## src/rtl/bsa_pkg.sv

```systemverilog
// Package for the blocked slot allocator.
// Holds field widths, status codes and the controller/datapath interface structs.
// No dependencies.
`timescale 1ns / 1ps

package bsa_pkg;

   // Default sizing of the store.
   localparam int DEF_SLOTS_PER_BLOCK = 64;
   localparam int DEF_MAX_BLOCKS      = 16;

   // Fixed field widths of the request and response channels.
   localparam int ADDR_W      = 10;
   localparam int STATUS_W    = 2;
   localparam int COUNT_W     = 11;
   localparam int REQ_DATA_W  = 16;
   localparam int RSP_DATA_W  = 40;
   localparam int RSP_PAD_W   = RSP_DATA_W - ADDR_W - STATUS_W - 2 * COUNT_W;

   // Result status codes.
   typedef enum logic [STATUS_W-1:0] {
      STATUS_OK        = 2'd0,
      STATUS_BAD_FREE  = 2'd1,
      STATUS_EXHAUSTED = 2'd2
   } status_code_type;

   // Commands from the controller to the datapath.
   typedef struct packed {
      logic            capture;     // Latch the request and set up the divider.
      logic            scan_read;   // Read the free count of the scanned block.
      logic            scan_next;   // Step the scan to the next older block.
      logic            take_found;  // Select the scanned block for the pop.
      logic            open_new;    // Open the next unopened block.
      logic            fill_write;  // Write one entry of the new block's stack.
      logic            pop;         // Pop the top of the selected block's stack.
      logic            div_step;    // One step of the address division.
      logic            free_read;   // Read the free count of the freed block.
      logic            push;        // Push the freed slot onto its block's stack.
      logic            res_set;     // Record the outcome of the item.
      status_code_type res_code;    // Outcome recorded by res_set.
      logic            emit;        // Load the response register.
   } cmd_type;

   // Status from the datapath to the controller.
   typedef struct packed {
      logic is_free;      // The current item frees a slot.
      logic none_open;    // No block is open yet.
      logic idx_zero;     // The scan sits at the oldest block.
      logic fib_nonzero;  // The free count just read is not zero.
      logic all_open;     // Every block is open.
      logic fill_last;    // The stack fill writes its last entry.
      logic div_last;     // The division takes its last step.
      logic blk_bad;      // The freed address lies in an unopened block.
      logic blk_full;     // The freed address lies in a fully free block.
      logic out_free;     // The response register can take a new result.
   } stat_type;

endpackage

```

## src/rtl/bsa_ctrl.sv

```systemverilog
// Controller of the blocked slot allocator: sequences scan, block open, pop,
// division and push. Depends on bsa_pkg.
`timescale 1ns / 1ps

module bsa_ctrl (
   input  logic             clock,
   input  logic             reset,
   input  logic             req_tvalid,
   output logic             req_tready,
   input  bsa_pkg::stat_type stat,
   output bsa_pkg::cmd_type  cmd
);

   typedef enum logic [3:0] {
      ST_IDLE,
      ST_DECODE,
      ST_SCAN_RD,
      ST_SCAN_CHK,
      ST_NO_FREE,
      ST_FILL,
      ST_POP_RD,
      ST_POP_WAIT,
      ST_DIV,
      ST_FREE_RD,
      ST_FREE_CHK,
      ST_FINISH
   } state_type;

   state_type state_ff;
   state_type state_in;

   // A new item is taken only between items.
   assign req_tready = (state_ff == ST_IDLE);

   // Next state and command decode.
   always_comb begin
      state_in     = state_ff;
      cmd          = '0;
      cmd.res_code = bsa_pkg::STATUS_OK;
      unique case (state_ff)
         ST_IDLE: begin
            if (req_tvalid) begin
               cmd.capture = 1'b1;
               state_in    = ST_DECODE;
            end
         end
         ST_DECODE: begin
            if (stat.is_free) begin
               state_in = ST_DIV;
            end else if (stat.none_open) begin
               state_in = ST_NO_FREE;
            end else begin
               state_in = ST_SCAN_RD;
            end
         end
         ST_SCAN_RD: begin
            cmd.scan_read = 1'b1;
            state_in      = ST_SCAN_CHK;
         end
         ST_SCAN_CHK: begin
            if (stat.fib_nonzero) begin
               cmd.take_found = 1'b1;
               state_in       = ST_POP_RD;
            end else if (stat.idx_zero) begin
               state_in = ST_NO_FREE;
            end else begin
               cmd.scan_next = 1'b1;
               state_in      = ST_SCAN_RD;
            end
         end
         ST_NO_FREE: begin
            if (stat.all_open) begin
               cmd.res_set  = 1'b1;
               cmd.res_code = bsa_pkg::STATUS_EXHAUSTED;
               state_in     = ST_FINISH;
            end else begin
               cmd.open_new = 1'b1;
               state_in     = ST_FILL;
            end
         end
         ST_FILL: begin
            cmd.fill_write = 1'b1;
            if (stat.fill_last) begin
               state_in = ST_POP_RD;
            end
         end
         ST_POP_RD: begin
            cmd.pop  = 1'b1;
            state_in = ST_POP_WAIT;
         end
         ST_POP_WAIT: begin
            cmd.res_set  = 1'b1;
            cmd.res_code = bsa_pkg::STATUS_OK;
            state_in     = ST_FINISH;
         end
         ST_DIV: begin
            cmd.div_step = 1'b1;
            if (stat.div_last) begin
               state_in = ST_FREE_RD;
            end
         end
         ST_FREE_RD: begin
            if (stat.blk_bad) begin
               cmd.res_set  = 1'b1;
               cmd.res_code = bsa_pkg::STATUS_BAD_FREE;
               state_in     = ST_FINISH;
            end else begin
               cmd.free_read = 1'b1;
               state_in      = ST_FREE_CHK;
            end
         end
         ST_FREE_CHK: begin
            cmd.res_set = 1'b1;
            if (stat.blk_full) begin
               cmd.res_code = bsa_pkg::STATUS_BAD_FREE;
            end else begin
               cmd.push     = 1'b1;
               cmd.res_code = bsa_pkg::STATUS_OK;
            end
            state_in = ST_FINISH;
         end
         ST_FINISH: begin
            if (stat.out_free) begin
               cmd.emit = 1'b1;
               state_in = ST_IDLE;
            end
         end
         default: begin
            state_in = ST_IDLE;
         end
      endcase
   end

   // State register.
   always_ff @(posedge clock) begin
      if (reset) begin
         state_ff <= ST_IDLE;
      end else begin
         state_ff <= state_in;
      end
   end

endmodule

```

## config.mk

```make
export PLATFORM = sky130hd
export DESIGN_NAME = bsa_ctrl
export DESIGN_NICKNAME = d
export VERILOG_FILES = /design/src/rtl/bsa_pkg.sv /design/src/rtl/bsa_ctrl.sv
export SDC_FILE = /design/constraint.sdc
export NUM_CORES = 1
export LEC_CHECK = 0
export ABC_AREA = 1
export ABC_CLOCK_PERIOD_IN_PS = 1400
export BUFFER_PORTS_ARGS = -buffer_cell sky130_fd_sc_hd__buf_2
export CORE_MARGIN = 2
export CORE_UTILIZATION = 35
export CTS_CLUSTER_DIAMETER = 50
export DETAILED_ROUTE_END_ITERATION = 10
export PLACE_DENSITY_LB_ADDON = 0.3
export SLEW_MARGIN = 20
export SYNTH_ARGS = -nofsm -noshare
export SYNTH_HDL_FRONTEND = slang
export SYNTH_SLANG_ARGS = --single-unit
```

## constraint.sdc

```tcl
create_clock -name clock -period 1.4 [get_ports clock]
set_input_delay 0.14 -clock clock [delete_from_list [all_inputs] [get_ports clock]]
set_output_delay 0.14 -clock clock [all_outputs]
set_load 0.02 [all_outputs]
```

* Yosys cells after proc, flatten, opt, wreduce, memory -nomap -nowiden
Index checks and enable logic that the tools add are counted.
** Storage, ports and cells
- Register bits after elaboration :: 4
- Word-level logic and storage cells :: 52
** Cells by class
- Reduce and logical (&&, ||, !) cells :: 3
- Equal/unequal tests :: 15
- Multiplexer cells :: 33
** Operators by type and width (count)
- 4-bit case mux with 11 select lines :: 1
- 4-bit two-way mux :: 7
- 1-bit two-way mux :: 19
- 4-bit by 3-bit equality test with 1-bit output (second input constant) :: 4
- 4-bit equality test (second input constant) :: 4
- 3-bit two-way mux :: 4
- 3-bit case mux with 4 select lines :: 1
- 4-bit by 2-bit equality test with 1-bit output (second input constant) :: 2
- 2-bit != test (second input constant) :: 4
- 4-bit by 1-bit equality test with 1-bit output (second input constant) :: 1
- 4-bit logical NOT :: 1
- 4-bit AND reduction :: 1
- 2-bit two-way mux :: 1
- 2-bit OR reduction :: 1

* Longest topological paths before layout
Gate-level depths: netlist of the first run.
- Depth after elaboration :: 3
- Gate-level depth with buffers :: 8
- Mapped depth without buffers :: 8

* Worst setup path before layout of the first run
Ideal clock, no wire load.
- Path type :: register -> output
- Start :: register state_ff[0]
- End :: output port cmd[11] in the netlist's numbering
- Slack :: 0.094 ns
- Path buffers :: 0
- Arrival :: 1.166 ns
- Stages on the path, launching flop included :: 5
- Cell sequence :: dfxtp_1 -> nand2_2 -> clkinv_2 -> nand2_1 -> nor3_1
** RTL lines
- from (decl) :: RTL line bsa_ctrl.sv:29 : state_type state_ff;
- from (signal assigned) :: RTL line bsa_ctrl.sv:139 : state_ff <= state_in;
- to (decl) :: RTL line bsa_ctrl.sv:11 : output bsa_pkg::cmd_type cmd

==> results of run 1 <==
## layout make-up
cell class / instances / area share [%]
sequential: 4 / 12.0
tap: 15 / 2.37
timing repair buffer: 30 / 22.2
inverter: 18 / 9.49
clock buffer: 3 / 2.85
multi-input combinational: 74 / 51.1
## synth_stat cells
| master | instances | area share [%] |
|---|---|---|
| o21ai_1 | 1 | 0.97 |
| a31o_2 | 1 | 1.7 |
| nand2_2 | 6 | 7.3 |
| nor2_2 | 5 | 6.1 |
| nand3_1 | 7 | 6.8 |
| inv_1 | 12 | 8.7 |
| o21ai_0 | 2 | 1.9 |
| nand2_1 | 20 | 15 |
| nor2_4 | 3 | 6.6 |
| nor2_1 | 19 | 14 |
| a21oi_2 | 1 | 1.7 |
| nand3b_1 | 1 | 1.5 |
| nor3_1 | 4 | 3.9 |
| dfxtp_1 | 4 | 16 |
| a21oi_1 | 3 | 2.9 |
| inv_2 | 5 | 3.6 |
| o211ai_1 | 1 | 1.5 |
| clkinv_2 | 1 | 0.97 |
## through the flow
step | instance area (um2) | worst slack [ns]
floorplan | 515 | 0.0941
global placement | 669 | 0.0583
detailed placement | 669 | 0.0547
CTS | 731 | 0.00153
global route | 791 | -0.0756
finish | 791 | -0.00649
## power groups by stage
stage | registers (uW) | logic, uW | clock network [uW]
2_1_floorplan | 234 | 633 | 0
3_3_place_gp | 248 | 825 | 0
3_5_place_dp | 253 | 836 | 0
4_1_cts | 281 | 890 | 148
5_1_grt | 309 | 1070 | 166
6_report | 302 | 969 | 145
## metal layers
layer  global-route usage [%]  vias to the layer above
met5                        0                        -
met4                     7.50                        0
met3                     3.88                        0
met2                     30.5                       30
met1                     22.9                      313
li1                         -                      362
## how the worst min path moves through the flow
| stage | start | endpoint | slack, ns |
|---|---|---|---|
| 6_report | reset | state_ff[0] | 0.1 |
| 2_1_floorplan | reset | state_ff[0] | 0.20 |
| 5_1_grt | reset | state_ff[0] | 0.09 |
| 3_5_place_dp | reset | state_ff[0] | 0.35 |
| 4_1_cts | reset | state_ff[0] | 0.1 |
| 3_3_place_gp | reset | state_ff[0] | 0.35 |
## repair_timing
| action | 4_1_cts | 5_1_grt |
|---|---|---|
| cloned | 0 | 0 |
| resized for setup | 12 | 14 |
| endpoints found under the hold margin | 0 | 0 |
| pin swaps | 3 | 3 |
| setup buffers | 1 | 2 |
| setup endpoints to repair | 8 | 9 |
## worst max-delay path, stage by stage, from the launching register on
cell	delay, ns
dfxtp_4	0.41
inv_2	0.06
nor2_4	0.12
nand2_4	0.08
nor2_4	0.12
a31o_2	0.13
buf_6	0.11
## cell families after synthesis
group | count (synthesis)
buf+inv | 18
flops | 4
compound gates | 9
simple gates | 65
==> metrics.md, run 1 <==
| Metric | Value |
|---|---|
| Number of antenna cells inserted | `0` |
| Final worst setup slack | `-0.00649 ns` |
| Multiplexer area fraction after synthesis | `0%` |
| Proportion of total power due to net switching | `55.0%` |
| RD Place Congestion | `0.810` |
| Post-synthesis compound-gate area fraction | `10.7%` |
| Fraction of power consumed by sequential logic | `21.3%` |
| Clock slew seen by the registers of the worst setup and hold paths | `0.04 ns` |
| Count of synthesis-stage warnings from yosys | `0` |
| Metal3 WL | `133 um` |
| Setup violators final | `2` |
| Post-synthesis simple-gate area fraction | `60.4%` |
| Number of H-tree levels | `1` |
| Placed cell count | `138` |
| Mean instance size in the synthesized netlist | `5.37 um2` |
| Crit path DAT | `1.27 ns` |
| Setup TNS | `-0.00916 ns` |
| Average routed wire per standard cell | `10.7 um` |
| Static power due to leakage | `0.000484 uW` |
| Post-route insts no fill | `144` |
| Maximum fanout along the worst path | `7` |
| Largest registers | `state_ff (4)` |
| Area inside the core boundary | `1330 um2` |
| Maximum number of pins on one net before global-route repair | `8` |
| Clk Tree Root Cell | `clkbuf_4` |
| Count of input and output buffers | `27` |
| Vias per std cell | `4.90` |
| Synthesized netlist net count | `109` |
| Critical path origin | `state_ff[0]` |
| Number of max-slew violations in the final report | `0` |
| Worst max-slew margin expressed relative to the limit | `82.9%` |
| GR Overflow Total | `0` |
| Reg-to-reg critical path endpoint | `state_ff[0]` |
| Critical path type | `register to output pin` |
| DR DRC count | `0` |
| Die outline width | `42.4 um` |
| Part of the power in combinational logic | `68.4%` |
| Area growth, synth to finish | `53.4%` |
| Starting Density | `38.6%` |
| Worst Max-Slew Pin Slew | `0.255 ns` |
| Final critical path time including I/O delays and setup | `1.41 ns` |
| Fmax | `0.711 GHz` |
| Number of core rows | `13` |
| Die Y-Extent | `42.4 um` |
| Cell variety after synth | `18` |
| Crit end category | `output pin` |
| Cell depth of the worst flop-to-flop path | `8` |
| Final core utilization | `59.3%` |
| Sequential-to-total area share from yosys stat | `15.5%` |
| Vias | `705` |
| Layout filler cell count | `145` |
| Final net count | `144` |
| Synthesized-area fraction occupied by xor and xnor cells | `0%` |
| Critical R2R Launch | `state_ff[3]` |
| Fraction of layout cells with a size suffix above 1 | `49.6%` |
| Synth Register Bits | `4` |
| Worst Setup Start Kind | `register` |
| Area of the die | `1800 um2` |
| Arithmetic-cell share of the synthesized area counting full adders, half adders and majority gates | `0%` |
| DRC marker count from the first detailed-route iteration | `20` |
| CTS tree | `yes` |
| Antenna violations before repair | `0` |
| Pwr per Cell Area | `1790 nW/um2` |
| RSZ-0062 raised after global routing | `yes` |
| Register-to-Register Setup Slack | `0.18 ns` |
| Violated checks | `setup timing` |
| Combinational family with the most area after synthesis | `simple AND/OR/NAND/NOR gates` |
| Instance count along the most critical hold path | `2` |
| Global-route wire length before repair | `2580 um` |
| Result of the run | `complete, but fails checks` |
| Count of final hold-check violations | `0` |
| Clock tree buffer depth | `2` |
| Tightest Hold Check Type | `primary input to register` |
| Clock group share of total power | `10.3%` |
| Total length of routed met2 wires | `741 um` |
| Hold Buf Count CTS | `0` |
| Detailed-route wire length | `1540 um` |
| Post-Syn Instances | `96` |
| Number of detailed-route iterations in the first pass | `4` |
| Clock insertion delay at the later pin of the skew report | `0.24 ns` |
| Final period utilization | `100%` |
| All-layer global routing usage | `18.4%` |
| Post-DP HPWL | `1220 um` |
| Register name with the most flops | `state_ff` |
| Pwr Total | `1420 uW` |
| Via count of the first global-routing pass | `646` |
| TritonCTS Buffers | `3` |
| Post-synthesis instance area | `515 um2` |
| Sequential cell area in the final layout | `95.1 um2` |
| Largest voltage drop on the vdd net | `0.00118 V` |
| Multi-input combinational cell area | `404 um2` |
| Maximum capacitance violations | `0` |
| Num ports | `28` |
| Commonest non-fill, non-tap cells in the layout | `buf_2, nand2_1, nor2_1, inv_1, nand3_1` |
| Wl on met1 | `665 um` |
| Highest routed layer | `met3` |
| Commonest non-fill, non-tap cell in the layout | `buf_2` |
| Data required time of the critical path | `1.26 ns` |
| Maximum clock skew at final layout | `0.00862 ns` |
| Fin Hold WS | `0.0971 ns` |
| Number of antenna-violating nets in the routed design | `0` |
| Number of clock sinks | `4` |
| Switching power total | `779 uW` |
| Internal power of the cells | `637 uW` |
| Worst setup path endpoint | `cmd[1]` |
| Number of flip-flops under the largest register name | `4` |
Power figures use the tool's default switching activity.
==> run 2, diff against run 1 <==
--- a/config.mk
+++ b/config.mk
@@ -7,12 +7,13 @@
 export LEC_CHECK = 0
 export ABC_AREA = 1
 export ABC_CLOCK_PERIOD_IN_PS = 1400
-export BUFFER_PORTS_ARGS = -buffer_cell sky130_fd_sc_hd__buf_2
 export CORE_MARGIN = 2
 export CORE_UTILIZATION = 35
 export CTS_CLUSTER_DIAMETER = 50
 export DETAILED_ROUTE_END_ITERATION = 10
-export PLACE_DENSITY_LB_ADDON = 0.3
+export DONT_BUFFER_PORTS = 1
+export PLACE_DENSITY_LB_ADDON = 0.08
+export RECOVER_POWER = 25
 export SLEW_MARGIN = 20
 export SYNTH_ARGS = -nofsm -noshare
 export SYNTH_HDL_FRONTEND = slang
==> run 2 against run 1 <==
Effect of this change:
- the run now ends clean
- largest power group unchanged
- cell count decreased by 13%
- flip-flop and latch count unchanged
- critical path depth decreased by 2
- combinational power decreased by 11%
- highest routed layer is now met4
- maximum frequency increased by 1.7%
- clock-buffer cell count unchanged
- sequential power decreased by 9.9%
- cell area decreased by 14%
- power decreased by 10%
- worst hold slack improved by 0.045 ns
- critical path type unchanged
- critical endpoint is now cmd[2]
==> metrics.md, run 2 (synthesized netlist as in run 1, its figures left out) <==
| Metric | Value |
|---|---|
| Fraction of layout cells with a size suffix above 1 | `42.7% (was 49.6%)` |
| DRC marker count from the first detailed-route iteration | `7 (was 20)` |
| Multi-input combinational cell area | `394 um2 (was 404 um2)` |
| All-layer global routing usage | `14.0% (was 18.4%)` |
| Vias per std cell | `4.89 (was 4.90)` |
| Commonest non-fill, non-tap cells in the layout | `nand2_1, nor2_1, inv_1, nor2_2, buf_4 (was buf_2, nand2_1, nor2_1, inv_1, nand3_1)` |
| Area inside the core boundary | `1330 um2 (unchanged)` |
| Num ports | `28 (unchanged)` |
| Average routed wire per standard cell | `10.3 um (was 10.7 um)` |
| Pwr per Cell Area | `1870 nW/um2 (was 1790 nW/um2)` |
| Via count of the first global-routing pass | `513 (was 646)` |
| Maximum fanout along the worst path | `5 (was 7)` |
| TritonCTS Buffers | `3 (unchanged)` |
| Clock insertion delay at the later pin of the skew report | `0.24 ns (about the same)` |
| Commonest non-fill, non-tap cell in the layout | `nand2_1 (was buf_2)` |
| Final net count | `125 (was 144)` |
| GR Overflow Total | `0 (unchanged)` |
| Detailed-route wire length | `1290 um (was 1540 um)` |
| Post-DP HPWL | `1110 um (was 1220 um)` |
| Cell depth of the worst flop-to-flop path | `9 (was 8)` |
| Sequential cell area in the final layout | `87.6 um2 (was 95.1 um2)` |
| Crit path DAT | `1.24 ns (was 1.27 ns)` |
| Number of antenna cells inserted | `0 (unchanged)` |
| Maximum clock skew at final layout | `0.00268 ns (was 0.00862 ns)` |
| Largest registers | `state_ff (4) (unchanged)` |
| Count of input and output buffers | `0 (was 27)` |
| RSZ-0062 raised after global routing | `yes (unchanged)` |
| Data required time of the critical path | `1.26 ns (about the same)` |
| Number of flip-flops under the largest register name | `4 (unchanged)` |
| Source of the worst hold timing path | `stat[0] (was reset)` |
| Setup violators final | `0 (was 2)` |
| Layout filler cell count | `151 (was 145)` |
| Number of clock sinks | `4 (unchanged)` |
| Number of max-slew violations in the final report | `0 (unchanged)` |
| Die outline width | `42.4 um (unchanged)` |
| Clock slew seen by the registers of the worst setup and hold paths | `0.04 ns (about the same)` |
| Area growth, synth to finish | `32.0% (was 53.4%)` |
| Register-to-Register Setup Slack | `0.10 ns (was 0.18 ns)` |
| Pwr Total | `1270 uW (was 1420 uW)` |
| Ordered list of cells on the worst path | `inv_2 -> nor2_1 -> nand3_1 -> inv_1 (was inv_2 -> nor2_4 -> nand2_4 -> nor2_4 -> a31o_2 -> buf_6)` |
| Worst Max-Slew Pin Slew | `0.373 ns (was 0.255 ns)` |
| Vias | `611 (was 705)` |
| RD Place Congestion | `0.806 (was 0.810)` |
| Result of the run | `completed (was complete, but fails checks)` |
| Critical path type | `register to output pin (unchanged)` |
| Area of the die | `1800 um2 (unchanged)` |
| Starting Density | `38.6% (unchanged)` |
| Worst max-slew margin expressed relative to the limit | `75.0% (was 82.9%)` |
| Crit end category | `output pin (unchanged)` |
| Reg-to-reg critical path endpoint | `state_ff[1] (was state_ff[0])` |
| Fmax | `0.723 GHz (was 0.711 GHz)` |
| Number of detailed-route iterations in the first pass | `4 (unchanged)` |
| Maximum capacitance violations | `0 (unchanged)` |
| Setup TNS | `0 ns (was -0.00916 ns)` |
| Final critical path time including I/O delays and setup | `1.38 ns (was 1.41 ns)` |
| Count of final hold-check violations | `0 (unchanged)` |
| Clk Tree Root Cell | `clkbuf_4 (unchanged)` |
| Final instance area | `681 um2 (was 791 um2)` |
| Worst Setup Start Kind | `register (unchanged)` |
| Critical Path Slowest Stage Cell | `dfxtp_2 (was dfxtp_4)` |
| Number of antenna-violating nets in the routed design | `0 (unchanged)` |
| Instance count along the most critical hold path | `3 (was 2)` |
| Number of core rows | `13 (unchanged)` |
| Tightest Hold Check Type | `primary input to register (unchanged)` |
| Register name with the most flops | `state_ff (unchanged)` |
| Number of H-tree levels | `1 (unchanged)` |
| Antenna violations before repair | `0 (unchanged)` |
| DR DRC count | `0 (unchanged)` |
| Die Y-Extent | `42.4 um (unchanged)` |
| Largest voltage drop on the vdd net | `0.000770 V (was 0.00118 V)` |
| Maximum number of pins on one net before global-route repair | `8 (unchanged)` |
| Destination of the worst hold path | `state_ff[1] (was state_ff[0])` |
| Placed Area | `602 um2 (was 669 um2)` |
| Clock tree buffer depth | `2 (unchanged)` |
| Critical R2R Launch | `state_ff[3] (unchanged)` |
| CTS tree | `yes (unchanged)` |
| Global-route wire length before repair | `1970 um (was 2580 um)` |
| Final period utilization | `98.8% (was 100%)` |
| Worst path max stage delay | `0.40 ns (was 0.41 ns)` |
| Static power due to leakage | `0.000374 uW (was 0.000484 uW)` |
-- run 2: cell count changes in the layout (fill, tap and decap cells not counted), moves of 3 or more --
cell	change
nor2_2	+4
buf_4	+4
dfxtp_2	+3
dfxtp_4	-3
buf_2	-23
-- run 2: final cells by class --
cell class / instances / share of cell area (%)
Timing Repair Buffer: 11 / 13.1
Inverter: 18 / 10.1
Sequential cell: 4 / 12.9
Clock buffer: 3 / 3.31
Multi-Input combinational cell: 74 / 57.9
Tap cell: 15 / 2.76
-- run 2: timing repair --
action | in CTS | in global routing
pin swaps | 0 | 1
hold buffers | 1 | 0
endpoints found under the hold margin | 4 | 0
buffers inserted | 0 | 1
setup endpoints to repair | 7 | 10
resized for setup | 2 | 13
-- run 2: how the worst max path moves through the flow --
stage / startpoint / to / slack, ns
3_5_place_dp: state_ff[0] / state_ff[0] / 0.13
3_3_place_gp: state_ff[0] / state_ff[0] / 0.12
2_1_floorplan: state_ff[0] / cmd[11] / 0.09
4_1_cts: state_ff[3] / cmd[3] / -0.04
5_1_grt: state_ff[2] / cmd[2] / -0.05
6_report: state_ff[2] / cmd[2] / 0.02
-- run 2: per-stage QoR --
stage | instances | hold WS, ns | setup slack (ns) | utilization, %
final | 125 | 0.142 | 0.0173 | 51.0
after global routing | 125 | 0.158 | -0.0468 | 51.0
after CTS | 124 | 0.141 | -0.0446 | 47.7
after detailed placement | 120 | 0.206 | 0.129 | 45.1
after global placement | 120 | 0.205 | 0.116 | 45.1
after floorplan | 96 | 0.202 | 0.0941 | -
-- run 2: layer usage --
layer	vias up	part of all wire (%)	global-route usage, %
met2	12	51	25.2
met3	2	3.1	1.72
li1	328	-	-
met4	0	1.6	5.63
met5	-	0	0
met1	269	44	16.5
-- run 2: critical path: cells and delay by family (launching register included) --
kind / cells / cell delay [ns]
DFF: 1 / 0.40
and+or+nand+nor: 2 / 0.32
buffers and inverters: 2 / 0.28
-- run 2: power breakdown --
part | total (uW) | switching [uW] | leakage, uW | internal (uW)
Combinational | 858 | 567 | 0.000325 | 291
Clock | 143 | 47.1 | 0.0000138 | 95.9
Sequential | 272 | 97.4 | 0.0000347 | 175
==> run 3, diff against run 2 <==
--- a/config.mk
+++ b/config.mk
@@ -9,7 +9,9 @@
 export ABC_CLOCK_PERIOD_IN_PS = 1400
 export CORE_MARGIN = 2
 export CORE_UTILIZATION = 35
+export CTS_BUF_LIST = sky130_fd_sc_hd__clkbuf_16
 export CTS_CLUSTER_DIAMETER = 50
+export CTS_CLUSTER_SIZE = 30
 export DETAILED_ROUTE_END_ITERATION = 10
 export DONT_BUFFER_PORTS = 1
 export PLACE_DENSITY_LB_ADDON = 0.08
==> run 3 against run 2 <==
Effect of this change:
- cell count unchanged
- maximum frequency rose by 1.3%
- flip-flop and latch count is the same
- clock power rose to 3.1 times the previous value
- wire length grew 1.1%
- sequential power about the same
- sequential share of layout area is 0.82 points lower
- critical path depth unchanged
- largest cell class unchanged
==> metrics.md, run 3 (synthesized netlist as in run 1, its figures left out) <==
| Metric | Value |
|---|---|
| Internal power of the cells | `828 uW (was 562 uW)` |
| Area of the die | `1800 um2 (unchanged)` |
| Global-route wire length before repair | `2020 um (was 1970 um)` |
| Die outline width | `42.4 um (unchanged)` |
| Starting Density | `38.6% (unchanged)` |
| Data required time of the critical path | `1.26 ns (about the same)` |
| Die Y-Extent | `42.4 um (unchanged)` |
| Fraction of power consumed by sequential logic | `17.3% (was 21.4%)` |
| Setup TNS | `0 ns (unchanged)` |
| Clock group share of total power | `28.2% (was 11.2%)` |
| Worst Max-Slew Pin Slew | `0.374 ns (was 0.373 ns)` |
| Num ports | `28 (unchanged)` |
| Crit path DAT | `1.22 ns (was 1.24 ns)` |
| Number of H-tree levels | `1 (unchanged)` |
| Final net count | `125 (unchanged)` |
| Fmax | `0.733 GHz (was 0.723 GHz)` |
| Number of flip-flops under the largest register name | `4 (unchanged)` |
| Setup violators final | `0 (unchanged)` |
| Largest voltage drop on the vdd net | `0.000920 V (was 0.000770 V)` |
| Area inside the core boundary | `1330 um2 (unchanged)` |
| Final critical path time including I/O delays and setup | `1.36 ns (was 1.38 ns)` |
| Detailed-route wire length | `1310 um (was 1290 um)` |
| RD Place Congestion | `0.806 (unchanged)` |
| Final period utilization | `97.5% (was 98.8%)` |
| Layout filler cell count | `144 (was 151)` |
| Clock slew seen by the registers of the worst setup and hold paths | `0.03 ns (was 0.04 ns)` |
| Critical path buffer and inverter count | `2 (unchanged)` |
| Clk Tree Root Cell | `clkbuf_16 (was clkbuf_4)` |
| Pwr per Cell Area | `2150 nW/um2 (was 1870 nW/um2)` |
| Vias | `606 (was 611)` |
| Proportion of total power due to net switching | `47.0% (was 55.9%)` |
| Dpl ws | `0.129 ns (unchanged)` |
| GR Overflow Total | `0 (unchanged)` |
| Clock tree buffer depth | `2 (unchanged)` |
| TritonCTS Buffers | `3 (unchanged)` |
| RSZ-0062 raised after global routing | `yes (unchanged)` |
| Register name with the most flops | `state_ff (unchanged)` |
| DRC marker count from the first detailed-route iteration | `8 (was 7)` |
| Clock insertion delay at the later pin of the skew report | `0.22 ns (was 0.24 ns)` |
| Number of antenna-violating nets in the routed design | `0 (unchanged)` |
| Maximum capacitance violations | `0 (unchanged)` |
| Maximum fanout along the worst path | `5 (unchanged)` |
| CTS tree | `yes (unchanged)` |
| All-layer global routing usage | `14.7% (was 14.0%)` |
| Critical path type | `register to output pin (unchanged)` |
| Vias per std cell | `4.85 (was 4.89)` |
| Fraction of layout cells with a size suffix above 1 | `41.8% (was 42.7%)` |
| Maximum clock skew at final layout | `0.000247 ns (was 0.00268 ns)` |
| Average routed wire per standard cell | `10.4 um (was 10.3 um)` |
| Final worst setup slack | `0.0353 ns (was 0.0173 ns)` |
| Critical Path Slowest Stage Cell | `dfxtp_2 (unchanged)` |
| Commonest non-fill, non-tap cells in the layout | `nand2_1, nor2_1, inv_1, buf_4, nor2_2 (was nand2_1, nor2_1, inv_1, nor2_2, buf_4)` |
| DR DRC count | `0 (unchanged)` |
| Number of core rows | `13 (unchanged)` |
| Number of detailed-route iterations in the first pass | `4 (unchanged)` |
| Area growth, synth to finish | `41.0% (was 32.0%)` |
| Part of the power in combinational logic | `54.5% (was 67.4%)` |
| Number of clock sinks | `4 (unchanged)` |
| Count of input and output buffers | `0 (unchanged)` |
| Worst Setup Start Kind | `register (unchanged)` |
| Via count of the first global-routing pass | `527 (was 513)` |
| Tightest Hold Check Type | `primary input to register (unchanged)` |
| Cell family with the largest share of critical-path delay | `flip-flops (unchanged)` |
| Final core utilization | `54.5% (was 51.0%)` |
| Static power due to leakage | `0.000396 uW (was 0.000374 uW)` |
| Largest registers | `state_ff (4) (unchanged)` |
| Commonest non-fill, non-tap cell in the layout | `nand2_1 (unchanged)` |
| Antenna violations before repair | `0 (unchanged)` |
| Number of antenna cells inserted | `0 (unchanged)` |
| Result of the run | `completed (unchanged)` |
| Post-DP HPWL | `1110 um (unchanged)` |
| Switching power total | `733 uW (was 711 uW)` |
| Ordered list of cells on the worst path | `inv_2 -> nor2_1 -> nand3_1 -> inv_1 (unchanged)` |
| Crit end category | `output pin (unchanged)` |
| Count of final hold-check violations | `0 (unchanged)` |
| Worst max-slew margin expressed relative to the limit | `75.0% (about the same)` |
| Maximum number of pins on one net before global-route repair | `8 (unchanged)` |
| Number of max-slew violations in the final report | `0 (unchanged)` |
| Worst path max stage delay | `0.40 ns (about the same)` |
## run 3: cell counts in the layout (fill, tap and decap cells not counted)
No cell type changed its count.
## run 3: cell type report
cell class                 instances  area [um2]  share of cell area (%)
sequential                         4        87.6                    12.0
inverter                          18        68.8                    9.47
clock buffer                       3        75.1                    10.3
timing repair buffer              11        85.1                    11.7
tap                               15        18.8                    2.58
multi-input combinational         74         392                    53.9
## run 3: what timing repair did
action	in CTS	in global routing
hold buffers	1	0
buffers inserted	0	1
setup endpoints to repair	6	9
resized for setup	2	11
endpoints found under the hold margin	4	0
## run 3: through the flow
| step | total power, uW | area, um2 | std cells | hold slack (ns) |
|---|---|---|---|---|
| after floorplan | 868 | 515 | 96 | 0.202 |
| after global placement | 1060 | 602 | 120 | 0.205 |
| after detailed placement | 1050 | 602 | 120 | 0.206 |
| after CTS | 1510 | 689 | 124 | 0.153 |
| after global routing | 1670 | 727 | 125 | 0.170 |
| final | 1560 | 727 | 125 | 0.148 |
## run 3: path summary, 6_finish.rpt
path / start / to / slack, ns / depth (start not counted)
setup / recovery: state_ff[2] / cmd[2] / 0.04 / 4
hold / removal: stat[0] / state_ff[1] / 0.15 / 3
setup reg to reg: state_ff[3] / state_ff[1] / 0.08 / 9
hold reg to reg: state_ff[0] / state_ff[0] / 0.57 / 2
## run 3: power by group through the flow
stage	combinational, uW	sequential [uW]	clock [uW]
finish	851	270	440
global route	940	277	449
CTS	818	247	445
detailed placement	811	243	0
global placement	823	241	0
floorplan	633	234	0
## run 3: per-layer routing
metal / wire (um) / track usage (%) / share of wire, %
met3: 42 / 1.72 / 3.2
met2: 664 / 25.5 / 51
met4: 21 / 9.38 / 1.6
met5: 0 / 0 / 0
met1: 577 / 16.7 / 44
## run 3: worst min-delay path: stages
cell	delay, ns
inv_1	0.03
nand3_1	0.09
a21oi_1	0.07
